`config.mk`:
```
export PLATFORM = sky130hd
export DESIGN_NAME = dda_line_rasterizer_core
export DESIGN_NICKNAME = d
export VERILOG_FILES = /design/src/hdl/dlr_pkg.sv /design/src/hdl/dda_line_rasterizer_core.sv /design/src/hdl/dlr_front.sv /design/src/hdl/dlr_queue.sv /design/src/hdl/dlr_div_lane.sv /design/src/hdl/dlr_back.sv
export SDC_FILE = /design/constraint.sdc
export NUM_CORES = 1
export LEC_CHECK = 0
export BUFFER_PORTS_ARGS = -buffer_cell sky130_fd_sc_hd__buf_2
export CORE_MARGIN = 10
export CORE_UTILIZATION = 60
export CTS_BUF_LIST = sky130_fd_sc_hd__clkbuf_16
export CTS_CLUSTER_DIAMETER = 200
export DETAILED_ROUTE_END_ITERATION = 8
export PLACE_DENSITY_LB_ADDON = 0.05
export SLEW_MARGIN = 20
export SYNTH_ARGS = -nofsm -noshare
export SYNTH_HDL_FRONTEND = slang
export SYNTH_SLANG_ARGS = --single-unit
export TNS_END_PERCENT = 10
```
`constraint.sdc`:
```
create_clock -name clk_i -period 8.7 [get_ports clk_i]
set_input_delay 0 -clock clk_i [delete_from_list [all_inputs] [get_ports clk_i]]
set_output_delay 0 -clock clk_i [all_outputs]
set_load 0.05 [all_outputs]
```
`src/hdl/dlr_pkg.sv`:
```
package dlr_pkg;

  // Default geometry of the fixed-point datapath
  localparam int COORD_BITS_DEF = 12;
  localparam int FRAC_BITS_DEF  = 16;

  // Color register
  localparam int                  COLOR_BITS  = 4;
  localparam logic [COLOR_BITS-1:0] COLOR_RESET = 4'd4;

  // Command codes
  localparam logic CMD_LOAD = 1'b0;
  localparam logic CMD_NEXT = 1'b1;

  // Back-end sequencer states
  typedef enum logic {
    ST_IDLE,
    ST_DIV
  } back_state_e;

  // Queue status seen by the back end
  typedef struct packed {
    logic full;
    logic empty;
  } queue_flags_t;

endpackage

```
`src/hdl/dda_line_rasterizer_core.sv`:
```
// Channel  Direction  Handshake               Payload
// in       sink       in_valid_i / in_stall_o   command, start_x, start_y, end_x, end_y
// out      source     out_valid_o / out_stall_i pixel_x, pixel_y, pixel_color, pixel_valid,
//                                               last_pixel
// cfg      sink       cfg_valid_i / cfg_ready_o draw_color
//
// A next beat is taken in ST_IDLE without the divider. A load emits its first pixel; for a
// nonzero step count both restoring divider lanes then run in ST_DIV before the next take.
// A two-entry queue parts the input from the back end; the output register holds a
// stalled beat while the back end waits. Reset clears the sequencer, the queue and the
// line state, and sets draw_color to 4. cfg_ready_o is always high.
module dda_line_rasterizer_core
  import dlr_pkg::*;
#(
  parameter int COORD_BITS = COORD_BITS_DEF,
  parameter int FRAC_BITS  = FRAC_BITS_DEF
) (
  input  logic                         clk_i,
  input  logic                         rst_ni,
  input  logic                         in_valid_i,
  output logic                         in_stall_o,
  input  logic                         command_i,
  input  logic signed [COORD_BITS-1:0] start_x_i,
  input  logic signed [COORD_BITS-1:0] start_y_i,
  input  logic signed [COORD_BITS-1:0] end_x_i,
  input  logic signed [COORD_BITS-1:0] end_y_i,
  output logic                         out_valid_o,
  input  logic                         out_stall_i,
  output logic signed [COORD_BITS-1:0] pixel_x_o,
  output logic signed [COORD_BITS-1:0] pixel_y_o,
  output logic        [COLOR_BITS-1:0] pixel_color_o,
  output logic                         pixel_valid_o,
  output logic                         last_pixel_o,
  input  logic                         cfg_valid_i,
  output logic                         cfg_ready_o,
  input  logic        [COLOR_BITS-1:0] cfg_data_i
);

  localparam int EW = 5 * COORD_BITS + 3;

  logic [COLOR_BITS-1:0] color_q;

  logic                  f_cmd;
  logic [COORD_BITS-1:0] f_abs_x;
  logic [COORD_BITS-1:0] f_abs_y;
  logic                  f_neg_x;
  logic                  f_neg_y;
  logic [COORD_BITS-1:0] f_steps;

  logic [EW-1:0]         q_wdata;
  logic [EW-1:0]         q_rdata;
  logic                  q_pop;
  queue_flags_t          q_flags;

  logic                  b_cmd;
  logic [COORD_BITS-1:0] b_sx;
  logic [COORD_BITS-1:0] b_sy;
  logic [COORD_BITS-1:0] b_abs_x;
  logic [COORD_BITS-1:0] b_abs_y;
  logic                  b_neg_x;
  logic                  b_neg_y;
  logic [COORD_BITS-1:0] b_steps;

  // Hold the color register
  assign cfg_ready_o = 1'b1;

  always_ff @(posedge clk_i or negedge rst_ni) begin
    if (!rst_ni) begin
      color_q <= COLOR_RESET;
    end else if (cfg_valid_i && cfg_ready_o) begin
      color_q <= cfg_data_i;
    end
  end

  dlr_front #(
    .COORD_BITS(COORD_BITS)
  ) u_front (
    .command_i(command_i),
    .start_x_i(start_x_i),
    .start_y_i(start_y_i),
    .end_x_i  (end_x_i),
    .end_y_i  (end_y_i),
    .cmd_o    (f_cmd),
    .abs_x_o  (f_abs_x),
    .abs_y_o  (f_abs_y),
    .neg_x_o  (f_neg_x),
    .neg_y_o  (f_neg_y),
    .steps_o  (f_steps)
  );

  // Pack classified beats for the queue
  assign q_wdata    = {f_cmd, start_x_i, start_y_i, f_abs_x, f_abs_y, f_neg_x, f_neg_y, f_steps};
  assign in_stall_o = q_flags.full;

  dlr_queue #(
    .WIDTH(EW)
  ) u_queue (
    .clk_i  (clk_i),
    .rst_ni (rst_ni),
    .push_i (in_valid_i),
    .data_i (q_wdata),
    .pop_i  (q_pop),
    .data_o (q_rdata),
    .flags_o(q_flags)
  );

  assign {b_cmd, b_sx, b_sy, b_abs_x, b_abs_y, b_neg_x, b_neg_y, b_steps} = q_rdata;

  dlr_back #(
    .COORD_BITS(COORD_BITS),
    .FRAC_BITS (FRAC_BITS)
  ) u_back (
    .clk_i        (clk_i),
    .rst_ni       (rst_ni),
    .color_i      (color_q),
    .q_flags_i    (q_flags),
    .cmd_i        (b_cmd),
    .start_x_i    (b_sx),
    .start_y_i    (b_sy),
    .abs_x_i      (b_abs_x),
    .abs_y_i      (b_abs_y),
    .neg_x_i      (b_neg_x),
    .neg_y_i      (b_neg_y),
    .steps_i      (b_steps),
    .pop_o        (q_pop),
    .out_stall_i  (out_stall_i),
    .out_valid_o  (out_valid_o),
    .pixel_x_o    (pixel_x_o),
    .pixel_y_o    (pixel_y_o),
    .pixel_color_o(pixel_color_o),
    .pixel_valid_o(pixel_valid_o),
    .last_pixel_o (last_pixel_o)
  );

  // The back end never overwrites a stalled output beat
  a_no_pop_when_blocked: assert property (@(posedge clk_i) disable iff (!rst_ni)
    out_valid_o && out_stall_i |-> !q_pop)
    else $error("queue popped while output beat was stalled");

  // Pops only come from a non-empty queue
  a_pop_nonempty: assert property (@(posedge clk_i) disable iff (!rst_ni)
    q_pop |-> !q_flags.empty)
    else $error("pop from empty queue");

  // An idle result carries all-zero fields
  a_idle_zero: assert property (@(posedge clk_i) disable iff (!rst_ni)
    out_valid_o && !pixel_valid_o |->
      (pixel_x_o == '0) && (pixel_y_o == '0) && (pixel_color_o == '0) && !last_pixel_o)
    else $error("idle result with nonzero fields");

  // A popped beat shows up on the output in the next cycle
  a_pop_emits: assert property (@(posedge clk_i) disable iff (!rst_ni)
    q_pop |=> out_valid_o)
    else $error("popped beat did not reach the output");

endmodule

```
`src/hdl/dlr_front.sv`:
```
module dlr_front
  import dlr_pkg::*;
#(
  parameter int COORD_BITS = COORD_BITS_DEF
) (
  input  logic                         command_i,
  input  logic signed [COORD_BITS-1:0] start_x_i,
  input  logic signed [COORD_BITS-1:0] start_y_i,
  input  logic signed [COORD_BITS-1:0] end_x_i,
  input  logic signed [COORD_BITS-1:0] end_y_i,
  output logic                         cmd_o,
  output logic        [COORD_BITS-1:0] abs_x_o,
  output logic        [COORD_BITS-1:0] abs_y_o,
  output logic                         neg_x_o,
  output logic                         neg_y_o,
  output logic        [COORD_BITS-1:0] steps_o
);

  logic signed [COORD_BITS:0] dx;
  logic signed [COORD_BITS:0] dy;
  logic        [COORD_BITS:0] mag_x;
  logic        [COORD_BITS:0] mag_y;

  // Form the per-axis deltas one bit wider than the coordinates
  assign dx = {end_x_i[COORD_BITS-1], end_x_i} - {start_x_i[COORD_BITS-1], start_x_i};
  assign dy = {end_y_i[COORD_BITS-1], end_y_i} - {start_y_i[COORD_BITS-1], start_y_i};

  // Split each delta into sign and magnitude
  assign neg_x_o = dx[COORD_BITS];
  assign neg_y_o = dy[COORD_BITS];
  assign mag_x   = neg_x_o ? (~dx + 1'b1) : dx;
  assign mag_y   = neg_y_o ? (~dy + 1'b1) : dy;
  assign abs_x_o = mag_x[COORD_BITS-1:0];
  assign abs_y_o = mag_y[COORD_BITS-1:0];

  // Step count is the major-axis length
  assign steps_o = (abs_x_o > abs_y_o) ? abs_x_o : abs_y_o;
  assign cmd_o   = command_i;

endmodule

```
`src/hdl/dlr_queue.sv`:
```
module dlr_queue
  import dlr_pkg::*;
#(
  parameter int WIDTH = 8
) (
  input  logic             clk_i,
  input  logic             rst_ni,
  input  logic             push_i,
  input  logic [WIDTH-1:0] data_i,
  input  logic             pop_i,
  output logic [WIDTH-1:0] data_o,
  output queue_flags_t     flags_o
);

  logic [WIDTH-1:0] mem_q [2];
  logic             wr_ptr_q;
  logic             rd_ptr_q;
  logic [1:0]       count_q;
  logic             do_push;
  logic             do_pop;

  assign flags_o.full  = (count_q == 2'd2);
  assign flags_o.empty = (count_q == 2'd0);
  assign do_push       = push_i && !flags_o.full;
  assign do_pop        = pop_i && !flags_o.empty;
  assign data_o        = mem_q[rd_ptr_q];

  // Advance pointers and occupancy
  always_ff @(posedge clk_i or negedge rst_ni) begin
    if (!rst_ni) begin
      wr_ptr_q <= 1'b0;
      rd_ptr_q <= 1'b0;
      count_q  <= 2'd0;
    end else begin
      if (do_push) wr_ptr_q <= ~wr_ptr_q;
      if (do_pop)  rd_ptr_q <= ~rd_ptr_q;
      if (do_push && !do_pop) begin
        count_q <= count_q + 2'd1;
      end else if (do_pop && !do_push) begin
        count_q <= count_q - 2'd1;
      end
    end
  end

  // Store the incoming beat
  always_ff @(posedge clk_i) begin
    if (do_push) mem_q[wr_ptr_q] <= data_i;
  end

endmodule

```
`src/hdl/dlr_div_lane.sv`:
```
module dlr_div_lane
  import dlr_pkg::*;
#(
  parameter int COORD_BITS = COORD_BITS_DEF,
  parameter int FRAC_BITS  = FRAC_BITS_DEF
) (
  input  logic                            clk_i,
  input  logic                            start_i,
  input  logic                            step_i,
  input  logic [COORD_BITS+FRAC_BITS-1:0] num_i,
  input  logic [COORD_BITS-1:0]           den_i,
  output logic [FRAC_BITS:0]              quo_o
);

  logic [COORD_BITS-1:0] rem_q;
  logic [FRAC_BITS:0]    shf_q;
  logic [COORD_BITS-1:0] den_q;
  logic [COORD_BITS:0]   trial;
  logic [COORD_BITS:0]   diff;
  logic                  fits;

  // One restoring step: shift in the next numerator bit, try the subtract
  assign trial = {rem_q, shf_q[FRAC_BITS]};
  assign diff  = trial - {1'b0, den_q};
  assign fits  = (trial >= {1'b0, den_q});
  assign quo_o = shf_q;

  // Seed with the numerator high part (always below the divisor), then iterate
  always_ff @(posedge clk_i) begin
    if (start_i) begin
      rem_q <= {1'b0, num_i[COORD_BITS+FRAC_BITS-1:FRAC_BITS+1]};
      shf_q <= num_i[FRAC_BITS:0];
      den_q <= den_i;
    end else if (step_i) begin
      rem_q <= fits ? diff[COORD_BITS-1:0] : trial[COORD_BITS-1:0];
      shf_q <= {shf_q[FRAC_BITS-1:0], fits};
    end
  end

endmodule

```
`src/hdl/dlr_back.sv`:
```
module dlr_back
  import dlr_pkg::*;
#(
  parameter int COORD_BITS = COORD_BITS_DEF,
  parameter int FRAC_BITS  = FRAC_BITS_DEF
) (
  input  logic                         clk_i,
  input  logic                         rst_ni,
  input  logic        [COLOR_BITS-1:0] color_i,
  input  queue_flags_t                 q_flags_i,
  input  logic                         cmd_i,
  input  logic signed [COORD_BITS-1:0] start_x_i,
  input  logic signed [COORD_BITS-1:0] start_y_i,
  input  logic        [COORD_BITS-1:0] abs_x_i,
  input  logic        [COORD_BITS-1:0] abs_y_i,
  input  logic                         neg_x_i,
  input  logic                         neg_y_i,
  input  logic        [COORD_BITS-1:0] steps_i,
  output logic                         pop_o,
  input  logic                         out_stall_i,
  output logic                         out_valid_o,
  output logic signed [COORD_BITS-1:0] pixel_x_o,
  output logic signed [COORD_BITS-1:0] pixel_y_o,
  output logic        [COLOR_BITS-1:0] pixel_color_o,
  output logic                         pixel_valid_o,
  output logic                         last_pixel_o
);

  localparam int PW    = COORD_BITS + FRAC_BITS;
  localparam int IW    = FRAC_BITS + 2;
  localparam int CNT_W = $clog2(FRAC_BITS + 1);

  back_state_e state_q, state_d;

  logic [CNT_W-1:0]      cnt_q;
  logic [COORD_BITS-1:0] left_q;
  logic                  active_q;
  logic                  out_valid_q;
  logic signed [PW-1:0]  pos_x_q;
  logic signed [PW-1:0]  pos_y_q;
  logic        [COORD_BITS-1:0] px_q;
  logic        [COORD_BITS-1:0] py_q;
  logic        [COLOR_BITS-1:0] color_q;
  logic                  pvalid_q;
  logic                  last_q;
  logic                  sign_x_q;
  logic                  sign_y_q;

  logic                  take;
  logic                  is_load;
  logic                  steps_nz;
  logic                  div_start;
  logic                  div_step;
  logic [PW-1:0]         num_x;
  logic [PW-1:0]         num_y;
  logic [FRAC_BITS:0]    quo_x;
  logic [FRAC_BITS:0]    quo_y;
  logic [IW-1:0]         inc_x;
  logic [IW-1:0]         inc_y;
  logic [PW-1:0]         pos_x_nxt;
  logic [PW-1:0]         pos_y_nxt;
  logic [COORD_BITS-1:0] left_dec;

  // Saturating add of an increment to a position
  function automatic logic [PW-1:0] sat_add(input logic [PW-1:0] pos,
                                            input logic [IW-1:0] inc);
    logic [PW:0] sum;
    sum = {pos[PW-1], pos} + {{(PW + 1 - IW){inc[IW-1]}}, inc};
    if (sum[PW] != sum[PW-1]) begin
      sat_add = sum[PW] ? {1'b1, {(PW - 1){1'b0}}} : {1'b0, {(PW - 1){1'b1}}};
    end else begin
      sat_add = sum[PW-1:0];
    end
  endfunction

  // Integer part of a position, truncated toward zero
  function automatic logic [COORD_BITS-1:0] trunc_coord(input logic [PW-1:0] pos);
    logic [PW-1:0] adj;
    adj = pos[PW-1] ? (pos + {{COORD_BITS{1'b0}}, {FRAC_BITS{1'b1}}}) : pos;
    trunc_coord = adj[PW-1:FRAC_BITS];
  endfunction

  assign is_load  = (cmd_i == CMD_LOAD);
  assign steps_nz = (steps_i != '0);

  // Rounded numerators: |d| * 2^F + steps / 2
  assign num_x = {abs_x_i, {FRAC_BITS{1'b0}}} + {{(FRAC_BITS + 1){1'b0}}, steps_i[COORD_BITS-1:1]};
  assign num_y = {abs_y_i, {FRAC_BITS{1'b0}}} + {{(FRAC_BITS + 1){1'b0}}, steps_i[COORD_BITS-1:1]};

  dlr_div_lane #(
    .COORD_BITS(COORD_BITS),
    .FRAC_BITS (FRAC_BITS)
  ) u_div_x (
    .clk_i  (clk_i),
    .start_i(div_start),
    .step_i (div_step),
    .num_i  (num_x),
    .den_i  (steps_i),
    .quo_o  (quo_x)
  );

  dlr_div_lane #(
    .COORD_BITS(COORD_BITS),
    .FRAC_BITS (FRAC_BITS)
  ) u_div_y (
    .clk_i  (clk_i),
    .start_i(div_start),
    .step_i (div_step),
    .num_i  (num_y),
    .den_i  (steps_i),
    .quo_o  (quo_y)
  );

  // Apply the delta signs to the quotients
  assign inc_x = sign_x_q ? (~{1'b0, quo_x} + 1'b1) : {1'b0, quo_x};
  assign inc_y = sign_y_q ? (~{1'b0, quo_y} + 1'b1) : {1'b0, quo_y};

  assign pos_x_nxt = sat_add(pos_x_q, inc_x);
  assign pos_y_nxt = sat_add(pos_y_q, inc_y);
  assign left_dec  = left_q - 1'b1;

  // Sequencer outputs
  always_comb begin
    take      = (state_q == ST_IDLE) && !q_flags_i.empty && (!out_valid_q || !out_stall_i);
    pop_o     = take;
    div_start = take && is_load && steps_nz;
    div_step  = (state_q == ST_DIV);
  end

  // Sequencer next state
  always_comb begin
    state_d = state_q;
    unique case (state_q)
      ST_IDLE: if (div_start) state_d = ST_DIV;
      ST_DIV:  if (cnt_q == '0) state_d = ST_IDLE;
      default: state_d = ST_IDLE;
    endcase
  end

  // Control state
  always_ff @(posedge clk_i or negedge rst_ni) begin
    if (!rst_ni) begin
      state_q     <= ST_IDLE;
      cnt_q       <= '0;
      left_q      <= '0;
      active_q    <= 1'b0;
      out_valid_q <= 1'b0;
    end else begin
      state_q <= state_d;
      if (div_start) begin
        cnt_q <= CNT_W'(FRAC_BITS);
      end else if (div_step && (cnt_q != '0)) begin
        cnt_q <= cnt_q - 1'b1;
      end
      if (take) begin
        if (is_load) begin
          left_q   <= steps_i;
          active_q <= steps_nz;
        end else if (active_q) begin
          left_q   <= left_dec;
          active_q <= (left_dec != '0);
        end
      end
      if (take) begin
        out_valid_q <= 1'b1;
      end else if (!out_stall_i) begin
        out_valid_q <= 1'b0;
      end
    end
  end

  // Positions and the output beat
  always_ff @(posedge clk_i) begin
    if (take) begin
      if (is_load) begin
        pos_x_q  <= {start_x_i, {FRAC_BITS{1'b0}}};
        pos_y_q  <= {start_y_i, {FRAC_BITS{1'b0}}};
        sign_x_q <= neg_x_i;
        sign_y_q <= neg_y_i;
        px_q     <= start_x_i;
        py_q     <= start_y_i;
        color_q  <= color_i;
        pvalid_q <= 1'b1;
        last_q   <= !steps_nz;
      end else if (active_q) begin
        pos_x_q  <= pos_x_nxt;
        pos_y_q  <= pos_y_nxt;
        px_q     <= trunc_coord(pos_x_nxt);
        py_q     <= trunc_coord(pos_y_nxt);
        color_q  <= color_i;
        pvalid_q <= 1'b1;
        last_q   <= (left_dec == '0);
      end else begin
        px_q     <= '0;
        py_q     <= '0;
        color_q  <= '0;
        pvalid_q <= 1'b0;
        last_q   <= 1'b0;
      end
    end
  end

  assign out_valid_o   = out_valid_q;
  assign pixel_x_o     = px_q;
  assign pixel_y_o     = py_q;
  assign pixel_color_o = color_q;
  assign pixel_valid_o = pvalid_q;
  assign last_pixel_o  = last_q;

endmodule
```
=== After elaboration in Yosys (flattened, before gate mapping) ===
Memories as Yosys holds them, arrays and structs flattened.
Cells that the tools add are included.
W data, S select, Z words.

* Memory bits (writable): 126
* Memories: 1
* Bits in registers: 186
* Output and inout port bits: 33
* Input port bits: 58
* Word-level logic and storage cells: 139

{| class="wikitable"
|+ Memories
! name !! depth !! width !! read ports !! clocked after memory_dff !! write ports !! line !! source
|-
| u_queue.mem_q || 2 || 63 || 1 || 0 || 1 || dlr_queue.sv:15 || <nowiki>logic [WIDTH-1:0] mem_q [2];</nowiki>
|}

* Multiplexer cells: 49
* Reductions and logical operators: 28
* Order comparisons: 3
* Bitwise gates (word level): 8
* Equal/unequal tests: 5
* Add/sub/neg operators: 18

{| class="wikitable"
|+ Operators by type and width
! cell !! number
|-
| $mux W28 || 10
|-
| $mux W12 || 11
|-
| $mux W17 || 4
|-
| $add A28 B18 Y29 || 2
|-
| $add A28 B11 Y28 || 2
|-
| $add A28 B16 Y28 const B || 2
|-
| $mux W11 || 4
|-
| $add A18 B1 Y18 const B || 2
|-
| $mux W18 || 2
|-
| $not A17 Y18 || 2
|-
| $ge A13 B12 Y1 || 2
|-
| $sub A12 B12 Y13 || 2
|-
| $add A12 B1 Y12 const B || 2
|-
| $not A12 Y12 || 2
|-
| $reduce_bool A12 Y1 || 2
|-
| $sub A12 B12 Y12 || 2
|-
| $gt A12 B12 Y1 || 1
|-
| $logic_not A12 Y1 || 1
|-
| $sub A12 B1 Y12 const B || 1
|-
| $mux W1 || 11
|-
| $mux W5 || 2
|-
| $logic_and A1 B1 Y1 || 9
|-
| $mux W4 || 2
|-
| $logic_not A1 Y1 || 7
|-
| 15 further kinds || 24
|}

=== Depth between registers and ports, before layout ===
Gate-level depths: netlist (run 1).

* Depth in word-level cells: 10
* Mapped depth: 26
* Gate-level depth less buffers: 25

=== By module ===
A second synthesis (run 1) with hierarchy kept.

* Cells, all modules: 2078
* Area total of the unflattened synthesis: 21896.0 µm²

{| class="wikitable"
|+ By module, submodules not included
! module !! cells each !! area each (µm²) !! seq. area each (µm²) !! times used
|-
| dlr_back || 1196 || 10147.2 || 3143.0 || 1
|-
| dlr_queue || 215 || 5042.3 || 3883.7 || 1
|-
| dlr_div_lane || 183 || 2260.9 || 1221.2 || 2
|-
| dlr_front || 291 || 2026.9 || 0.0 || 1
|-
| dda_line_rasterizer_core || 10 || 157.7 || 101.3 || 1
|}

=== Worst setup path after synthesis (run 1) ===
OpenSTA, ideal clock, no wires.

* Path kind: flip-flop to flip-flop
* From: register u_back.u_div_x.shf_q[6] (netlist: u_back.u_div_x.quo_o[6])
* To: register u_back.px_q[2] (netlist: u_back.pixel_x_o[2]), data pin
* Arrival time: 6384 ps
* Data required time: 8443 ps
* Buffers on the path: 0
* Library setup time: 257 ps
* Cell stages (with the launch flop): 25
* Slack: 2059 ps
* Period minus slack after synthesis: 6641 ps
* Cells stage by stage: edfxtp_1 or4_1 or4_1 or2_2 or3_1 o31ai_1 xnor2_1 ha_1 a21oi_1 o21ai_0 a221oi_1 and2_1 o21ai_0 xnor2_1 ha_1 clkinv_1 nor3_1 nand2b_1 nor4_1 o21ai_0 a2111oi_1 a32oi_4 nand2_1 o211ai_1 a32o_1

* Longest elaborated chain between the ends: 10
* Elaborated cells between the ends (all ways): 11
* Classes of those cells: add/sub (3); eq/ne (1); mux (6); bitwise (1)

{| class="wikitable"
|+ Ends and longest elaborated chain
! what !! line !! source
|-
| from (decl) || dlr_div_lane.sv:16 || <nowiki>logic [FRAC_BITS:0] shf_q;</nowiki>
|-
| from (signal assigned) || dlr_div_lane.sv:32 || <nowiki>shf_q <= num_i[FRAC_BITS:0];</nowiki>
|-
| from (signal assigned) || dlr_div_lane.sv:36 || <nowiki>shf_q <= {shf_q[FRAC_BITS-1:0], fits};</nowiki>
|-
| $not A17 Y18 || dlr_back.sv:115 || <nowiki>assign inc_x = sign_x_q ? (~{1'b0, quo_x} + 1'b1) : {1'b0, quo_x};</nowiki>
|-
| $add A18 B1 Y18 || dlr_back.sv:115 ||
|-
| $mux W18 (*) || dlr_back.sv:115 ||
|-
| $add A28 B18 Y29 (*) || dlr_back.sv:68 || <nowiki>sum = {pos[PW-1], pos} + {{(PW + 1 - IW){inc[IW-1]}}, inc};</nowiki>
|-
| $mux W28 / $ne A1 B1 Y1 (equally long branches) || dlr_back.sv:70, dlr_back.sv:69 ||
|-
| $mux W28 (*) || dlr_back.sv:69 || <nowiki>if (sum[PW] != sum[PW-1]) begin</nowiki>
|-
| $add A28 B16 Y28 || dlr_back.sv:79 || <nowiki>adj = pos[PW-1] ? (pos + {{COORD_BITS{1'b0}}, {FRAC_BITS{1'b1}}}) : pos;</nowiki>
|-
| $mux W28 (*) || dlr_back.sv:79 ||
|-
| $mux W12 (*) || dlr_back.sv:185 || <nowiki>end else if (active_q) begin</nowiki>
|-
| $mux W12 (*) || dlr_back.sv:175 || <nowiki>if (is_load) begin</nowiki>
|-
| to (signal assigned) || dlr_back.sv:180 || <nowiki>px_q <= start_x_i;</nowiki>
|-
| to (signal assigned) || dlr_back.sv:188 || <nowiki>px_q <= trunc_coord(pos_x_nxt);</nowiki>
|-
| to (decl) || dlr_back.sv:41 || <nowiki>logic [COORD_BITS-1:0] px_q;</nowiki>
|}

Mark *: on every way between the ends. The rest lies on a longest branch, timed or not.
A chain may end at the register's enable or synchronous reset.

=== Final worst setup path (run 1) ===
* From: register u_back.u_div_y.shf_q[3] (netlist: u_back.u_div_y.quo_o[3])
* To: register u_back.py_q[3] (netlist: u_back.pixel_y_o[3]), data pin

* Longest elaborated chain between the ends: 10
* Elaborated cells between the ends (all ways): 11
* Classes of those cells: add/sub (3); eq/ne (1); mux (6); bitwise (1)

{| class="wikitable"
|+ Ends and longest elaborated chain
! what !! line !! source
|-
| from (decl) || dlr_div_lane.sv:16 ||
|-
| from (signal assigned) || dlr_div_lane.sv:32 ||
|-
| from (signal assigned) || dlr_div_lane.sv:36 ||
|-
| $not A17 Y18 || dlr_back.sv:116 || <nowiki>assign inc_y = sign_y_q ? (~{1'b0, quo_y} + 1'b1) : {1'b0, quo_y};</nowiki>
|-
| $add A18 B1 Y18 || dlr_back.sv:116 ||
|-
| $mux W18 (*) || dlr_back.sv:116 ||
|-
| $add A28 B18 Y29 (*) || dlr_back.sv:68 ||
|-
| $mux W28 / $ne A1 B1 Y1 (equally long branches) || dlr_back.sv:70, dlr_back.sv:69 ||
|-
| $mux W28 (*) || dlr_back.sv:69 ||
|-
| $add A28 B16 Y28 || dlr_back.sv:79 ||
|-
| $mux W28 (*) || dlr_back.sv:79 ||
|-
| $mux W12 (*) || dlr_back.sv:185 ||
|-
| $mux W12 (*) || dlr_back.sv:175 ||
|-
| to (signal assigned) || dlr_back.sv:181 || <nowiki>py_q <= start_y_i;</nowiki>
|-
| to (signal assigned) || dlr_back.sv:189 || <nowiki>py_q <= trunc_coord(pos_y_nxt);</nowiki>
|-
| to (decl) || dlr_back.sv:42 || <nowiki>logic [COORD_BITS-1:0] py_q;</nowiki>
|}

Marked as above.

==> results.toml, run 1 <==
[outcome]
status = "completed"

[synth]
ys_seq_area_share_pct = 45.6
synth.avg_cell_area_sq_um = 10.1
synthCells = 2005
synth_edf_count = 282
yosysUniqueCellTypes = 81
netlist_area_sq_um = 20200
synthFlopType = "edfxtp_1"
syn_nets = 2196
synth_seq_cells = 312
synth-async-reset-ratio_pct = 8.97
ys_warn_count = 0

[route]
drt-total-wl_mm = 54.0
drc = 0
ant_nets = 0
drt_iter0_markers = 1281
drt-vias-per-instance = 6.17
via_count = 16000
wl_per_cell_microns = 20.8
drt_first_pass_iters = 5

[clock_tree]
cts_buffers = 37
numClockSinks = 312
cts.htree.levels = 2
cts-root-buf = "clkbuf_16"
clockBufferDepth = 3
cts_tree = "built"
clk_pin_slew_ns = 0.06
cts_resized = 0
clk_latency_ns = 0.54

[setup_path]
critPathLaunchType = "flip-flop"
cp_num_buf_inv = 0
path_delay_family = "simple AND/OR/NAND/NOR gates"
crit_required_ns = 8.95
crit_chain = "or4_1, or3_1, or3_1, o31a_1, ha_1, nand4_1, or3_1, or3_1, a31oi_1, a21oi_1, or2_2, ha_1, nor3_1, o311ai_0, o31a_1, o21ai_0, and3_1, and3_1, xnor2_1, o22ai_1"
path_class = "reg2reg"
cp_slowest_stage_delay_ns = 1.01
worst-path-stages = 20
path_max_fanout = 32
critPathSlowestCell = "ha_1"
end_kind = "flip-flop"
critical_path_arrival_ns = 8.31
reg2reg_depth = 20
crit_path_frequent_cell = "or3_1"

[floorplan]
die_h_microns = 204
die-area_sq_um = 41400
core_sq_um = 33400
initial_core_util_pct = 60.6
die_w_microns = 204
core.rowCount = 67
io_pins = 91

[sta]
max_freq_ghz = 0.124
hold_viol_final = 0
fin_skew_ns = 0.0143
fin_ws_ns = 0.635
final_max_slew_viol_count = 0
grt_setup_unrepaired = "no"
tns_ns = 0
finalCriticalPeriod_ns = 8.06
tightest_slew_ns = 1.11
maxSlewHeadroom_pct = 25.8
finalSetupViolCount = 0
finalCritPeriodShare_pct = 92.7

[layout]
layout-drive-gt1-share_pct = 10.3
nNetsFinal = 2305
syn_to_final_growth_pct = 12.3
nFillCells = 2699
layout.cells.non_filler = 2592

[placement]
numPortBuffers = 89
place_congestion = 0.919
pre_cts_ws_ns = 0.894
dp_cells = 2487
dp_hpwl_mm = 39.1

[global_routing]
antenna_found_initial = 1
grt_pass1_wl_mm = 84.7
grt_max_degree = 87
grt_pass1_vias = 15500
overflow = 0
gr-usage-all-layers_pct = 25.6

[flow_run]
cap_violations = 0

[worst_hold_path]
hold_path_class = "in2async"
synthesized netlist by cell type (all sizes together) (10+ instances only):
cell / n / area share, %
o311ai: 10 / 0.43
o31ai: 21 / 0.78
xnor2: 94 / 4.1
o21bai: 10 / 0.37
o2111ai: 10 / 0.43
a21oi: 147 / 3.6
o211ai: 16 / 0.59
or3: 20 / 0.64
edfxtp: 282 / 42
nor4: 18 / 0.56
nor2b: 24 / 0.74
mux2: 29 / 1.6
a21o: 33 / 1.2
a211oi: 24 / 0.92
and3: 18 / 0.56
xor2: 39 / 1.7
dfrtp: 27 / 3.3
clkbuf: 67 / 1.2
nand2: 152 / 2.8
ha: 127 / 7.9
o21ai: 122 / 3.0
mux2i: 61 / 3.0
nand2b: 29 / 0.90
and2: 19 / 0.59
nand4: 19 / 0.59
nand3: 35 / 0.93
nor3: 47 / 1.2
a21boi: 13 / 0.48
a311o: 16 / 0.79
a31oi: 21 / 0.65
nor2: 165 / 3.1
inv: 138 / 2.6
o21a: 19 / 0.71
final timing paths:
path | slack, ns | endpoint | start
setup / recovery | 0.64 | u_back.pixel_y_o[3]$_DFFE_PP_ | u_back.u_div_y.quo_o[3]$_DFFE_PP_
hold / removal | 0.06 | u_back.div_step$_DFF_PN0_ | rst_ni
setup reg to reg | 0.64 | u_back.pixel_y_o[3]$_DFFE_PP_ | u_back.u_div_y.quo_o[3]$_DFFE_PP_
hold reg to reg | 0.49 | u_back.out_valid_o$_DFFE_PN0P_ | u_back.out_valid_o$_DFFE_PN0P_
max in group asynchronous | 8.11 | u_queue.rd_ptr_q$_DFFE_PN0P_ | rst_ni
min in group clk_i | 0.11 | u_queue.mem_q[0][27]$_DFFE_PP_ | end_x_i[1]
sequential cells by signal, summed over array words and instances (netlist names), 2 cells and up:
name                  flops
u_back.left_q            12
u_back.u_div_y.rem_q     12
u_back.pixel_y_o         12
u_queue.count_q           2
color_q                   4
u_back.u_div_x.quo_o     17
u_back.u_div_y.quo_o     17
u_back.pos_y_q           28
u_back.u_div_x.rem_q     12
u_back.cnt_q              5
u_back.pos_x_q           28
u_back.u_div_x.den_q     12
u_back.pixel_color_o      4
u_back.pixel_x_o         12
u_queue.mem_q           126
per-stage QoR:
step                cell area [sq um]  hold WS (ns)  utilization, %
floorplan                       20200        -0.296               -
global placement                21100        0.0988            63.3
detailed placement              21100        0.0947            63.3
CTS                             22700        0.0658            68.0
global route                    22700         0.110            68.0
finish                          22700        0.0619            68.0
area by class of cell:
cell class / count / area, sq um / area share, %
Timing Repair Buffer: 144 / 948 / 4.18
Clock buffer: 38 / 951 / 4.19
Inverter: 139 / 522 / 2.30
Sequential cell: 312 / 9210 / 40.6
Tap cell: 448 / 561 / 2.47
Multi-Input combinational cell: 1480 / 10200 / 45.1
Antenna cell: 1 / 2.50 / 0.0110
Clock inverter: 30 / 249 / 1.10
placed cells by master (no fill, tap or decap), types with 28 or more instances in the layout:
master / instances
buf_2: 89
nor3_1: 47
mux2_2: 29
dlygate4sd3_1: 36
nand2b_1: 28
o21ai_0: 111
ha_1: 127
a21o_1: 33
edfxtp_1: 282
nand2_1: 152
inv_1: 146
clkbuf_16: 38
xnor2_1: 94
a21oi_1: 147
xor2_1: 39
nor2_1: 164
nand3_1: 34
mux2i_1: 60
per-layer routing:
| metal | share of wire, % | routed length [microns] | track usage, % | vias up |
|---|---|---|---|---|
| met2 | 47 | 25300 | 41.5 | 555 |
| met1 | 43 | 23400 | 34.4 | 7658 |
| met4 | 2.4 | 1300 | 7.41 | 0 |
| li1 | - | - | - | 7699 |
| met5 | 0 | 0 | 0 | - |
| met3 | 7.3 | 3920 | 5.17 | 81 |
worst register-to-register path, cell delays in order, from the launching register on:
cell and delay [ns]:
edfxtp_1 0.48, or4_1 0.53, or3_1 0.40, or3_1 0.37
o31a_1 0.46, ha_1 0.55, nand4_1 0.18, or3_1 0.39
or3_1 0.38, a31oi_1 0.50, a21oi_1 0.23, or2_2 0.32
ha_1 1.01, nor3_1 0.16, o311ai_0 0.18, o31a_1 0.55
o21ai_0 0.33, and3_1 0.27, and3_1 0.20, xnor2_1 0.18
o22ai_1 0.10
cell families (layout without fill, tap and decap cells):
kind of cell / Yosys count / in the layout / share of synthesized area (%)
adder cells (fa/ha/maj): 133 / 133 / 8.46
other: 1 / 2 / 0.0186
flip-flops: 312 / 312 / 45.6
AO/OA/AOI/OAI: 543 / 543 / 17.7
XOR/XNOR: 133 / 133 / 5.77
buffers and inverters: 213 / 351 / 3.98
multiplexers: 90 / 90 / 4.64
AND/OR/NAND/NOR: 580 / 580 / 13.8
repair_timing:
item                                    4_1_cts  5_1_grt
endpoints found under the hold margin        85        0
endpoints found under the setup margin        0        0
setup buffers                                 0        0
hold buffers                                 36        0
Power of run 1 is not shown: default switching activity piles up to over one toggle a cycle in this logic, so the estimate is an artifact.
==> run 2: changes to the inputs <==
Settings changed: CORE_UTILIZATION 60 to 50.
==> run 2 against run 1 <==
Compared with the run above: worst hold slack improved by 0.039 ns; count of clock-buffer cells in the layout shrank 1; wire length grew 2.0%; setup slack gained 0.35 ns; first-iteration DRC count fell by 3.2%.
==> results.toml, run 2 (synthesis results as in run 1) <==
[route]
drt-total-wl_mm = 55.0
drt_iter0_markers = 1240
ant_nets = 0
drt-vias-per-instance = 5.95
drc = 0
via_count = 15800
wl_per_cell_microns = 20.7
drt_first_pass_iters = 5

[setup_path]
path_delay_family = "simple AND/OR/NAND/NOR gates"
cp_num_buf_inv = 1
crit_required_ns = 8.98
crit_chain = "or4_1, or4_1, or2_2, or3_1, o31ai_1, xnor2_1, ha_1, a21oi_1, o21ai_0, a221oi_1, and2_1, o21ai_0, xnor2_1, ha_1, clkinv_1, nand3_1, o31a_1, a211oi_1, nand2_1, or4_1, a32o_1"
end_kind = "flip-flop"
crit_path_frequent_cell = "or4_1"
cp_slowest_stage_delay_ns = 0.67
path_class = "reg2reg"
critPathLaunchType = "flip-flop"
critical_path_arrival_ns = 8.00
critPathSlowestCell = "nand3_1"
path_max_fanout = 20

[layout]
largest_register_ffs = 126
layout-drive-gt1-share_pct = 10.1
layout_common_cells = "edfxtp_1, nor2_1, nand2_1"
nFillCells = 3517
n_antenna_cell = 0
top_register = "u_queue.mem_q"
top_regs = "u_queue.mem_q x126, u_back.pos_x_q x28, u_back.pos_y_q x28"
nNetsFinal = 2303
mostFrequentLayoutCell = "edfxtp_1"
syn_to_final_growth_pct = 12.1

[placement]
numPortBuffers = 89
dp_hpwl_mm = 40.8
pre_cts_ws_ns = 1.11
place_congestion = 0.916

[outcome]
status = "completed"

[sta]
fin_skew_ns = 0.0203
tightest_slew_ns = 1.07
max_freq_ghz = 0.130
fin_ws_ns = 0.985
finalCriticalPeriod_ns = 7.71
grt_setup_unrepaired = "no"
hold_viol_final = 0
final_max_slew_viol_count = 0
tns_ns = 0
maxSlewHeadroom_pct = 26.9
finalCritPeriodShare_pct = 88.7
finalSetupViolCount = 0

[global_routing]
grt_max_degree = 87
antenna_found_initial = 0
grt_pass1_vias = 15200
gr-usage-all-layers_pct = 21.8
overflow = 0
grt_pass1_wl_mm = 86.2

[clock_tree]
cts_tree = "built"
clk_pin_slew_ns = 0.06
cts.htree.levels = 2
cts_buffers = 36
numClockSinks = 312
cts_setup_buffers = 0
cts-root-buf = "clkbuf_16"
clk_latency_ns = 0.54
clockBufferDepth = 3

[floorplan]
core.rowCount = 73
io_pins = 91
die_w_microns = 221
die-area_sq_um = 48900
die_h_microns = 221
initial_core_util_pct = 50.7
core_sq_um = 39800

[worst_hold_path]
hold_path_class = "in2async"

[flow_run]
cap_violations = 0
run 2: cell count changes in the layout (fill, tap and decap cells not counted), moves of 2 or more:
cell       change
clkinv_1       +4
inv_1          -4
bufinv_16      -2
inv_6          -2
run 2: cell type report:
type,instances,area (sq um),area share [%]
multi-input combinational,1480,10200,45.2
sequential,312,9210,40.7
timing repair buffer,143,941,4.15
clock buffer,37,926,4.09
tap,525,657,2.90
inverter,139,522,2.30
clock inverter,26,150,0.663
run 2: worst paths after layout:
check | startpoint | to | slack, ns | cells after the start
worst max-delay path | u_back.u_div_x.quo_o[6]$_DFFE_PP_ | u_back.pixel_x_o[10]$_DFFE_PP_ | 0.99 | 21
worst min-delay path | rst_ni | u_back.cnt_q[3]$_DFFE_PN0P_ | 0.10 | 2
worst max register to register | u_back.u_div_x.quo_o[6]$_DFFE_PP_ | u_back.pixel_x_o[10]$_DFFE_PP_ | 0.99 | 21
worst min register to register | u_back.out_valid_o$_DFFE_PN0P_ | u_back.out_valid_o$_DFFE_PN0P_ | 0.48 | 2
max in group asynchronous | rst_ni | u_queue.rd_ptr_q$_DFFE_PN0P_ | 8.01 | 2
min in group clk_i | end_x_i[1] | u_queue.mem_q[1][27]$_DFFE_PP_ | 0.11 | 3
run 2: worst register-to-register path, stage by stage (launching register included):
cell and delay, ns:
edfxtp_1 0.45, or4_1 0.60, or4_1 0.45, or2_2 0.30
or3_1 0.34, o31ai_1 0.27, xnor2_1 0.17, ha_1 0.31
a21oi_1 0.37, o21ai_0 0.17, a221oi_1 0.52, and2_1 0.23
o21ai_0 0.10, xnor2_1 0.14, ha_1 0.43, clkinv_1 0.25
nand3_1 0.67, o31a_1 0.37, a211oi_1 0.38, nand2_1 0.19
or4_1 0.50, a32o_1 0.27
run 2: stage by stage:
step | cells | instance area (sq um) | hold WS, ns | utilization, %
finish | 2662 | 22600 | 0.101 | 56.9
global route | 2662 | 22600 | 0.106 | 56.9
CTS | 2662 | 22600 | 0.0636 | 56.9
detailed placement | 2563 | 21200 | 0.121 | 53.2
global placement | 2563 | 21200 | 0.116 | 53.2
floorplan | 2005 | 20200 | -0.296 | -
run 2: layer usage:
metal | up-vias | global-route usage (%) | part of all wire (%)
li1 | 7673 | - | -
met1 | 7616 | 30.4 | 46
met2 | 470 | 34.3 | 45
met3 | 85 | 3.66 | 6.3
met4 | 0 | 6.21 | 2.6
met5 | - | 0 | 0
run 2: repair_timing:
item / 4_1_cts / 5_1_grt
hold buffers: 36 / 0
gates resized for setup: 0 / 0
hold endpoints to repair: 85 / 0
Power of run 2 is left out for the same reason.
